`src/design/tma_pkg.sv`:
```
package tma_pkg;

  // Fixed field widths of the channels
  localparam int unsigned SLOT_W = 10;
  localparam int unsigned CNT_W  = 11;
  localparam int unsigned NB_W   = 11;

  // Neighbor code for "no triangle across this edge"
  localparam logic signed [NB_W-1:0] NB_NONE = '1;

  typedef enum logic {
    OP_LOAD  = 1'b0,
    OP_QUERY = 1'b1
  } opcode_t;

  // Commands from the controller to the datapath
  typedef struct packed {
    logic start;    // capture query slot, clear neighbors, read queried entry
    logic write;    // write the incoming triangle into the store
    logic latch_q;  // hold the queried triangle for comparison
    logic issue;    // read the entry at the scan index and advance it
    logic finish;   // move neighbors into the result register
  } tma_cmd_t;

  // Status from the datapath to the controller
  typedef struct packed {
    logic slot_ok;     // incoming slot lies inside the store
    logic limit_zero;  // nothing to scan
    logic scan_last;   // scan index is at the last slot to scan
    logic out_free;    // result register can take a new result
  } tma_sts_t;

endpackage

```
`src/design/tma_ctrl.sv`:
```
module tma_ctrl (
  input  logic                clk,
  input  logic                rst_n,
  input  logic                in_valid,
  input  logic                in_opcode,
  output logic                in_ready,
  input  tma_pkg::tma_sts_t   sts,
  output tma_pkg::tma_cmd_t   cmd
);

  typedef enum logic [2:0] {
    ST_IDLE,
    ST_QLOAD,
    ST_SCAN,
    ST_DRAIN,
    ST_DONE
  } state_t;

  state_t state_r;
  state_t state_nxt;

  logic is_query;

  assign is_query = (in_opcode == tma_pkg::OP_QUERY);

  // Decode commands and next state
  always_comb begin
    state_nxt = state_r;
    cmd       = '0;
    in_ready  = 1'b0;
    unique case (state_r)
      ST_IDLE: begin
        in_ready = 1'b1;
        if (in_valid) begin
          if (is_query) begin
            cmd.start = 1'b1;
            state_nxt = sts.slot_ok ? ST_QLOAD : ST_DONE;
          end else begin
            cmd.write = 1'b1;
          end
        end
      end
      ST_QLOAD: begin
        cmd.latch_q = 1'b1;
        state_nxt   = sts.limit_zero ? ST_DONE : ST_SCAN;
      end
      ST_SCAN: begin
        cmd.issue = 1'b1;
        if (sts.scan_last) begin
          state_nxt = ST_DRAIN;
        end
      end
      ST_DRAIN: begin
        state_nxt = ST_DONE;
      end
      ST_DONE: begin
        if (sts.out_free) begin
          cmd.finish = 1'b1;
          state_nxt  = ST_IDLE;
        end
      end
      default: begin
        state_nxt = ST_IDLE;
      end
    endcase
  end

  // Hold state
  always_ff @(posedge clk) begin
    if (!rst_n) begin
      state_r <= ST_IDLE;
    end else begin
      state_r <= state_nxt;
    end
  end

endmodule

```
`config.mk`:
```
export PLATFORM = sky130hd
export DESIGN_NAME = tma_ctrl
export DESIGN_NICKNAME = d
export VERILOG_FILES = /design/src/design/tma_pkg.sv /design/src/design/tma_ctrl.sv
export SDC_FILE = /design/constraint.sdc
export NUM_CORES = 1
export LEC_CHECK = 0
export BUFFER_PORTS_ARGS = -buffer_cell sky130_fd_sc_hd__buf_2
export CORE_AREA = 2 2 39 41
export CTS_CLUSTER_DIAMETER = 80
export CTS_CLUSTER_SIZE = 28
export DETAILED_ROUTE_END_ITERATION = 10
export DIE_AREA = 0 0 41 43
export GPL_TIMING_DRIVEN = 0
export SLEW_MARGIN = 20
export SYNTH_ARGS = -nofsm -noshare
export SYNTH_HDL_FRONTEND = slang
export SYNTH_SLANG_ARGS = --single-unit
```
`constraint.sdc`:
```
create_clock -name clk -period 1.61 [get_ports clk]
set_clock_uncertainty 0.1 [all_clocks]
set_input_delay 0.2415 -clock clk [delete_from_list [all_inputs] [get_ports clk]]
set_output_delay 0.2415 -clock clk [all_outputs]
set_load 0.05 [all_outputs]
```
Yosys cells after proc, flatten, opt, wreduce, memory -nomap -nowiden
Index checks and enable logic that the tools add are counted.
- equality and inequality tests: 8
- muxes and demuxes: 16
- reduce and logical (&&, ||, !) cells: 2
- operators by type and width (operator ; count):
    3-bit two-way mux ; 6
    3-bit case mux with 5 select lines ; 1
    2-bit inequality test, second input constant ; 4
    1-bit two-way mux ; 7
    3-bit by 2-bit equality test with 1-bit output, second input constant ; 2
    2-bit two-way mux ; 2
    4-bit AND reduction ; 1
    3-bit by 1-bit equality test with 1-bit output, second input constant ; 1
    3-bit equality test, second input constant ; 1
    3-bit logical NOT ; 1
- word-level logic and storage cells: 27
- output and inout port bits: 6
- bits of input ports: 8
- register bits: 3

Longest topological paths before layout
Gate-level depths: netlist (run 1).
- word-level depth: 4
- gate-level depth with buffers: 4
- depth with buffers taken out: 3

Worst setup path before layout (run 1)
Ideal clock, no wire load.
- path kind: register to output
- start: register state_r[1]
- end: output port cmd[3] (netlist bit)
- buffers on the path: 1
- required time: 1268 ps
- stages on the path, launching flop included: 5
- path slack: -640 ps
- arrival time: 1909 ps
- path through: dfxtp_1 buf_6 nor3_2 nand2_1 nor2_1
- RTL lines (what ; line ; text):
    from (decl) ; tma_ctrl.sv:19 ; state_t state_r;
    from (signal assigned) ; tma_ctrl.sv:73 ; state_r <= state_nxt;
    to (decl) ; tma_ctrl.sv:8 ; output tma_pkg::tma_cmd_t cmd

==> results.ini, run 1 <==
[routing]
first_pass_iters = 4
viasPerCell = 4.15
vias = 245
post_drt_wl_per_cell_um = 8.56
dr.first_iter.drc_count = 3
drtAntennaViolNets = 0
drc = 0
totalWireLength_um = 505

[timing]
max_freq_mhz = 646
maxSlewViolCount = 0
tightestPinTransition_ns = 0.270
layout_worst_path_cycle_share = 0.962
post-route-min-period_ns = 1.55
finalSetupViolations = 0
rsz0062_at_grt = false
setup_ws_ns = 0.0613
setup_tns_ns = 0
finalHoldViolCount = 0
slew-limit-headroom = 0.820

[finish]
top_register = state_r
fin_nets = 52
regArea_um2 = 61.3
final_layout_size_suffix_gt1_frac = 0.558
multi_input_area_um2 = 155
area_delta_synth_final_pct = 65.7
largest_reg_flops = 3
num_antenna_cells = 0
fill_cells = 155
top_regs = state_r: 3 flops

[setup_path]
crit_family = flip-flops
reg2regPathDepth = 3
crit_path_top_delay_cell = dfxtp_1
worstPathCellList = nor2_1 -> and2_2 -> buf_2
crit_arrival_ns = 1.21
regToRegSetupSlack_ns = 0.47
worstSetupStartpointType = register
critPathRequiredTime_ns = 1.27
path_buf_inv = 1
endpoint_kind = primary output
crit_fanout = 7
critical_path_depth = 3
crit_type = register to primary output
critical_path.max_stage_delay_ns = 0.46

[clock_network]
ctsHoldBuffers = 0
cts_tree = built
cts_root_buf = clkbuf_4
htreeDepth = 1
clk-insertion-delay-late_ns = 0.23
clk_pin_slew_ns = 0.04
clock_sinks = 3
numCtsBuffers = 3
cts_buffer_depth = 2

[yosys]
synth_area_um2 = 211
syn_nets = 34
syn_inst = 26
ys.warnings.count = 0
synth_area_per_cell_um2 = 8.13
ys_ff_latch = 3
synth_cell_types = 16
synth_seq_area_share = 0.284

[placement]
pre_cts_slack_ns = 0.241
hpwlAfterDp_um = 411
gp_congestion = 0.635
portBuffers = 13

[die]
num_rows = 14
die_h_um = 43
ios = 14
initial_core_util = 0.153
chipWidth_um = 41
core_um2 = 1380
die_area_um2 = 1760

[pwr]
internal_power_w = 0.000221
seq_power_share = 0.261
clockPowerShare = 0.372
p_leak_nw = 0.167
power.density_nw_per_um2 = 998
combPwrFrac = 0.367
total_power_w = 0.000350
switching_power_w = 0.000129
switching_share = 0.368
ir_drop_mv = 0.248

[hold_path]
holdPathStages = 3
hp-class = primary input to register

[global_route]
grt_start_max_net_pins = 11
grt_usage = 0.0642
grt_pass1_wl_um = 731
grt_pass1_vias = 208
overflow = 0
antenna_found_initial = 0

[run]
drv_cap = 0

[status]
status = finished, final reports clean

==> layout make-up <==
cell class | instances | area share
multi-input cells | 22 | 0.443
well taps | 16 | 0.0571
plain buffers | 1 | 0.0321
repair buffers | 13 | 0.218
flip-flops and latches | 3 | 0.175
clock buffers | 4 | 0.0750
==> cells in the final DEF (no fill, tap or decap), types with 2 or more instances in the layout <==
cell type and instances:
dfxtp_1 2, clkbuf_4 3, nand2_1 3, nor2_1 5, buf_6 2, buf_2 10, buf_4 2
==> path summary, 6_finish.rpt <==
path,start,end
worst max-delay path,state_r[0]$_SDFFE_PN0P_,cmd[1]
worst min-delay path,sts[3],state_r[0]$_SDFFE_PN0P_
worst max register to register,state_r[0]$_SDFFE_PN0P_,state_r[2]$_SDFFE_PN0P_
worst min register to register,state_r[2]$_SDFFE_PN0P_,state_r[2]$_SDFFE_PN0P_
==> metrics by stage <==
stage                     cell area [um2]  cells   util  hold slack (ns)
after detailed placement              312     55  0.225            0.437
final                                 350     59  0.253            0.206
after global placement                312     55  0.225            0.437
after global routing                  350     59  0.253            0.218
after floorplan                       226     26      -            0.298
after CTS                             340     59  0.246            0.202
==> synthesized netlist by cell type <==
cell type,count,area share
nand4b_1,1,0.041
o211ai_1,1,0.036
nor3_2,1,0.047
nand2_1,3,0.053
buf_6,1,0.053
mux2i_1,1,0.047
o21ai_0,1,0.024
dfxtp_1,3,0.28
and3_1,2,0.059
o31a_1,1,0.041
and2_2,1,0.036
o31ai_2,1,0.059
nor2_1,6,0.11
nand2b_1,1,0.030
nor3b_1,1,0.036
o211a_1,1,0.047
==> per-layer routing <==
metal	track usage	vias to the layer above	wire length, um
met5	0	-	0
met4	0.0600	0	0
met3	0.0314	0	47
met2	0.100	9	261
met1	0.0545	110	196
li1	-	126	-
==> logic make-up after synthesis <==
| family | share of synthesized area |
|---|---|
| compound gates | 0.207 |
| simple gates | 0.408 |
| mux | 0.0473 |
| buf+inv | 0.0533 |
| flops | 0.284 |
==> worst reg2reg max path, cell delays in order (launching register included) <==
cell	delay, ns
dfxtp_1	0.46
nor2_1	0.12
o211a_1	0.15
o31ai_2	0.23
==> repair_timing <==
item | in CTS | in global routing
gates resized for setup | 1 | 6
buffers inserted | 0 | 0
pin swaps | 0 | 0
endpoints found under the setup margin | 1 | 4
==> power groups by stage <==
stage | logic (W) | registers, W | clock network (W)
6_report | 0.000128 | 0.0000913 | 0.000130
4_1_cts | 0.000126 | 0.0000906 | 0.000135
2_1_floorplan | 0.0000962 | 0.0000901 | 0
3_3_place_gp | 0.000122 | 0.0000917 | 0
3_5_place_dp | 0.000124 | 0.0000918 | 0
5_1_grt | 0.000139 | 0.0000926 | 0.000140
Note: power is estimated with default switching activity, not from simulation.
==> inputs of run 2 (changes only) <==
--- a/config.mk
+++ b/config.mk
@@ -12,6 +12,7 @@
 export DETAILED_ROUTE_END_ITERATION = 10
 export DIE_AREA = 0 0 41 43
 export GPL_TIMING_DRIVEN = 0
+export PLACE_DENSITY = 0.43
 export SLEW_MARGIN = 20
 export SYNTH_ARGS = -nofsm -noshare
 export SYNTH_HDL_FRONTEND = slang
==> run 2 against run 1 <==
  * Combinational power about the same
  * Sequential share of layout area up 0.19 points
  * Via count up 2.9%
  * Cell count unchanged
  * Global-route usage rose by 0.90 points
  * Largest power group unchanged
  * Sequential power about the same
  * Highest routed layer unchanged
  * Critical path type unchanged
  * First-iteration DRC count stayed put
  * Critical path depth grew 1
  * Final area fell by 1.1%
  * Worst setup slack improved by 0.018 ns
==> results.ini, run 2 (same netlist as run 1, synthesis figures left out) <==
[status]
status = finished, final reports clean

[setup_path]
r2r-start = state_r[2]$_SDFFE_PN0P_
r2r_end = state_r[2]$_SDFFE_PN0P_
crit_fanout = 10  ; +3
worstSetupStartpointType = register
crit_type = register to primary output
crit_family = buffers and inverters
endpoint_kind = primary output
critPathRequiredTime_ns = 1.27  ; about the same
worstPathCellList = buf_6 -> nor3_4 -> and3_2 -> buf_4
regToRegSetupSlack_ns = 0.51  ; +0.04 ns
critical_path.max_stage_delay_ns = 0.31  ; -0.15 ns
path_buf_inv = 2  ; +1
crit_arrival_ns = 1.19  ; -0.02 ns
reg2regPathDepth = 3  ; unchanged
crit_path_top_delay_cell = dfxtp_1

[timing]
holdWs_ns = 0.202  ; -0.00446 ns
maxSlewViolCount = 0  ; unchanged
finalSetupViolations = 0  ; unchanged
rsz0062_at_grt = false
max_freq_mhz = 653  ; +1.2%
finalHoldViolCount = 0  ; unchanged
layout_worst_path_cycle_share = 0.950  ; -0.0115
post-route-min-period_ns = 1.53  ; -0.0185 ns
tightestPinTransition_ns = 0.255  ; -0.0149 ns
slew-limit-headroom = 0.830  ; +0.00995

[global_route]
grt_pass1_vias = 242  ; +16%
grt_usage = 0.0732  ; +0.00903
antenna_found_initial = 0  ; unchanged
overflow = 0  ; unchanged
grt_start_max_net_pins = 11  ; unchanged
grt_pass1_wl_um = 834  ; +14%

[clock_network]
numCtsBuffers = 3  ; unchanged
clock_sinks = 3  ; unchanged
cts_resized = 2  ; +1
htreeDepth = 1  ; unchanged
cts_tree = built
postCtsSetupBuffers = 0  ; unchanged
ctsHoldBuffers = 0  ; unchanged
cts_buffer_depth = 2  ; unchanged
clk-insertion-delay-late_ns = 0.23  ; about the same
cts_root_buf = clkbuf_4
clk_pin_slew_ns = 0.04  ; about the same

[placement]
dp.cells = 55  ; unchanged
hpwlAfterDp_um = 428  ; +4.1%
gp_congestion = 0.654  ; +2.9%
portBuffers = 13  ; unchanged

[routing]
drtAntennaViolNets = 0  ; unchanged
viasPerCell = 4.27  ; +2.9%
vias = 252  ; +2.9%
drc = 0  ; unchanged
post_drt_wl_per_cell_um = 9.19  ; +7.3%
dr.first_iter.drc_count = 3  ; unchanged
first_pass_iters = 2  ; -2
totalWireLength_um = 542  ; +7.3%

[die]
ios = 14  ; unchanged
core_um2 = 1380  ; unchanged
initial_core_util = 0.153  ; unchanged
die_h_um = 43  ; unchanged
chipWidth_um = 41  ; unchanged
die_area_um2 = 1760  ; unchanged
num_rows = 14  ; unchanged

[finish]
final_common_cell = buf_2
final_cell_mix = 10 x buf_2, 5 x nor2_1, 4 x clkbuf_4
area_delta_synth_final_pct = 63.9
top_regs = state_r: 3 flops
top_register = state_r
fin_nets = 52  ; unchanged
final_layout_size_suffix_gt1_frac = 0.558  ; unchanged
fin_util = 0.250  ; -0.00271
fin_cells = 59  ; unchanged
num_antenna_cells = 0  ; unchanged
largest_reg_flops = 3  ; unchanged

[hold_path]
hp-class = primary input to register
holdPathStages = 3  ; unchanged
worstHoldStart = sts[3]
whs_endpoint = state_r[0]$_SDFFE_PN0P_

[pwr]
power.density_nw_per_um2 = 1010  ; +0.79%
ir_drop_mv = 0.361  ; +46%
p_leak_nw = 0.166  ; -0.86%

[run]
drv_cap = 0  ; unchanged

[run 2: worst reg2reg max path, cell delays in order (launching register included)]
cell,delay (ns)
dfxtp_1,0.45
nor2_1,0.10
o211a_1,0.15
o31ai_2,0.21
[run 2: worst max-delay path by stage]
stage	cells past startpoint	start	slack, ns	to
6_report	4	state_r[1]$_SDFFE_PN0P_	0.08	cmd[4]
3_5_place_dp	3	state_r[0]$_SDFFE_PN0P_	0.22	cmd[4]
2_1_floorplan	3	state_r[0]$_SDFFE_PN0P_	-0.18	cmd[3]
4_1_cts	3	state_r[0]$_SDFFE_PN0P_	0.01	cmd[1]
3_3_place_gp	3	state_r[0]$_SDFFE_PN0P_	0.23	cmd[4]
5_1_grt	3	state_r[2]$_SDFFE_PN0P_	0.003	cmd[1]
[run 2: through the flow]
stage	total power (W)	area, um2	setup WS (ns)	setup TNS (ns)
floorplan	0.000186	226	-0.180	-0.232
global placement	0.000216	312	0.232	0
detailed placement	0.000217	312	0.216	0
CTS	0.000360	343	0.0113	0
global route	0.000376	347	0.00332	0
finish	0.000349	347	0.0797	0
[run 2: routing by layer]
| layer | vias up | share of wire | track usage |
|---|---|---|---|
| li1 | 127 | - | - |
| met1 | 117 | 0.38 | 0.0673 |
| met2 | 8 | 0.54 | 0.116 |
| met3 | 0 | 0.083 | 0.0157 |
| met4 | 0 | 0 | 0.0800 |
| met5 | - | 0 | 0 |
[run 2: where the power goes]
group | switching [W] | internal [W] | total, W
Combinational | 0.0000808 | 0.0000457 | 0.000126
Sequential | 0.0000103 | 0.0000809 | 0.0000913
Clock | 0.0000382 | 0.0000928 | 0.000131
Total | 0.000129 | 0.000219 | 0.000349
[run 2: layout make-up]
class / count / area [um2]
fillers: 166 / 1040
multi-input cells: 22 / 155
repair buffers: 13 / 72.6
flip-flops and latches: 3 / 61.3
clock buffers: 4 / 26.3
well taps: 16 / 20.0
plain buffers: 1 / 11.3
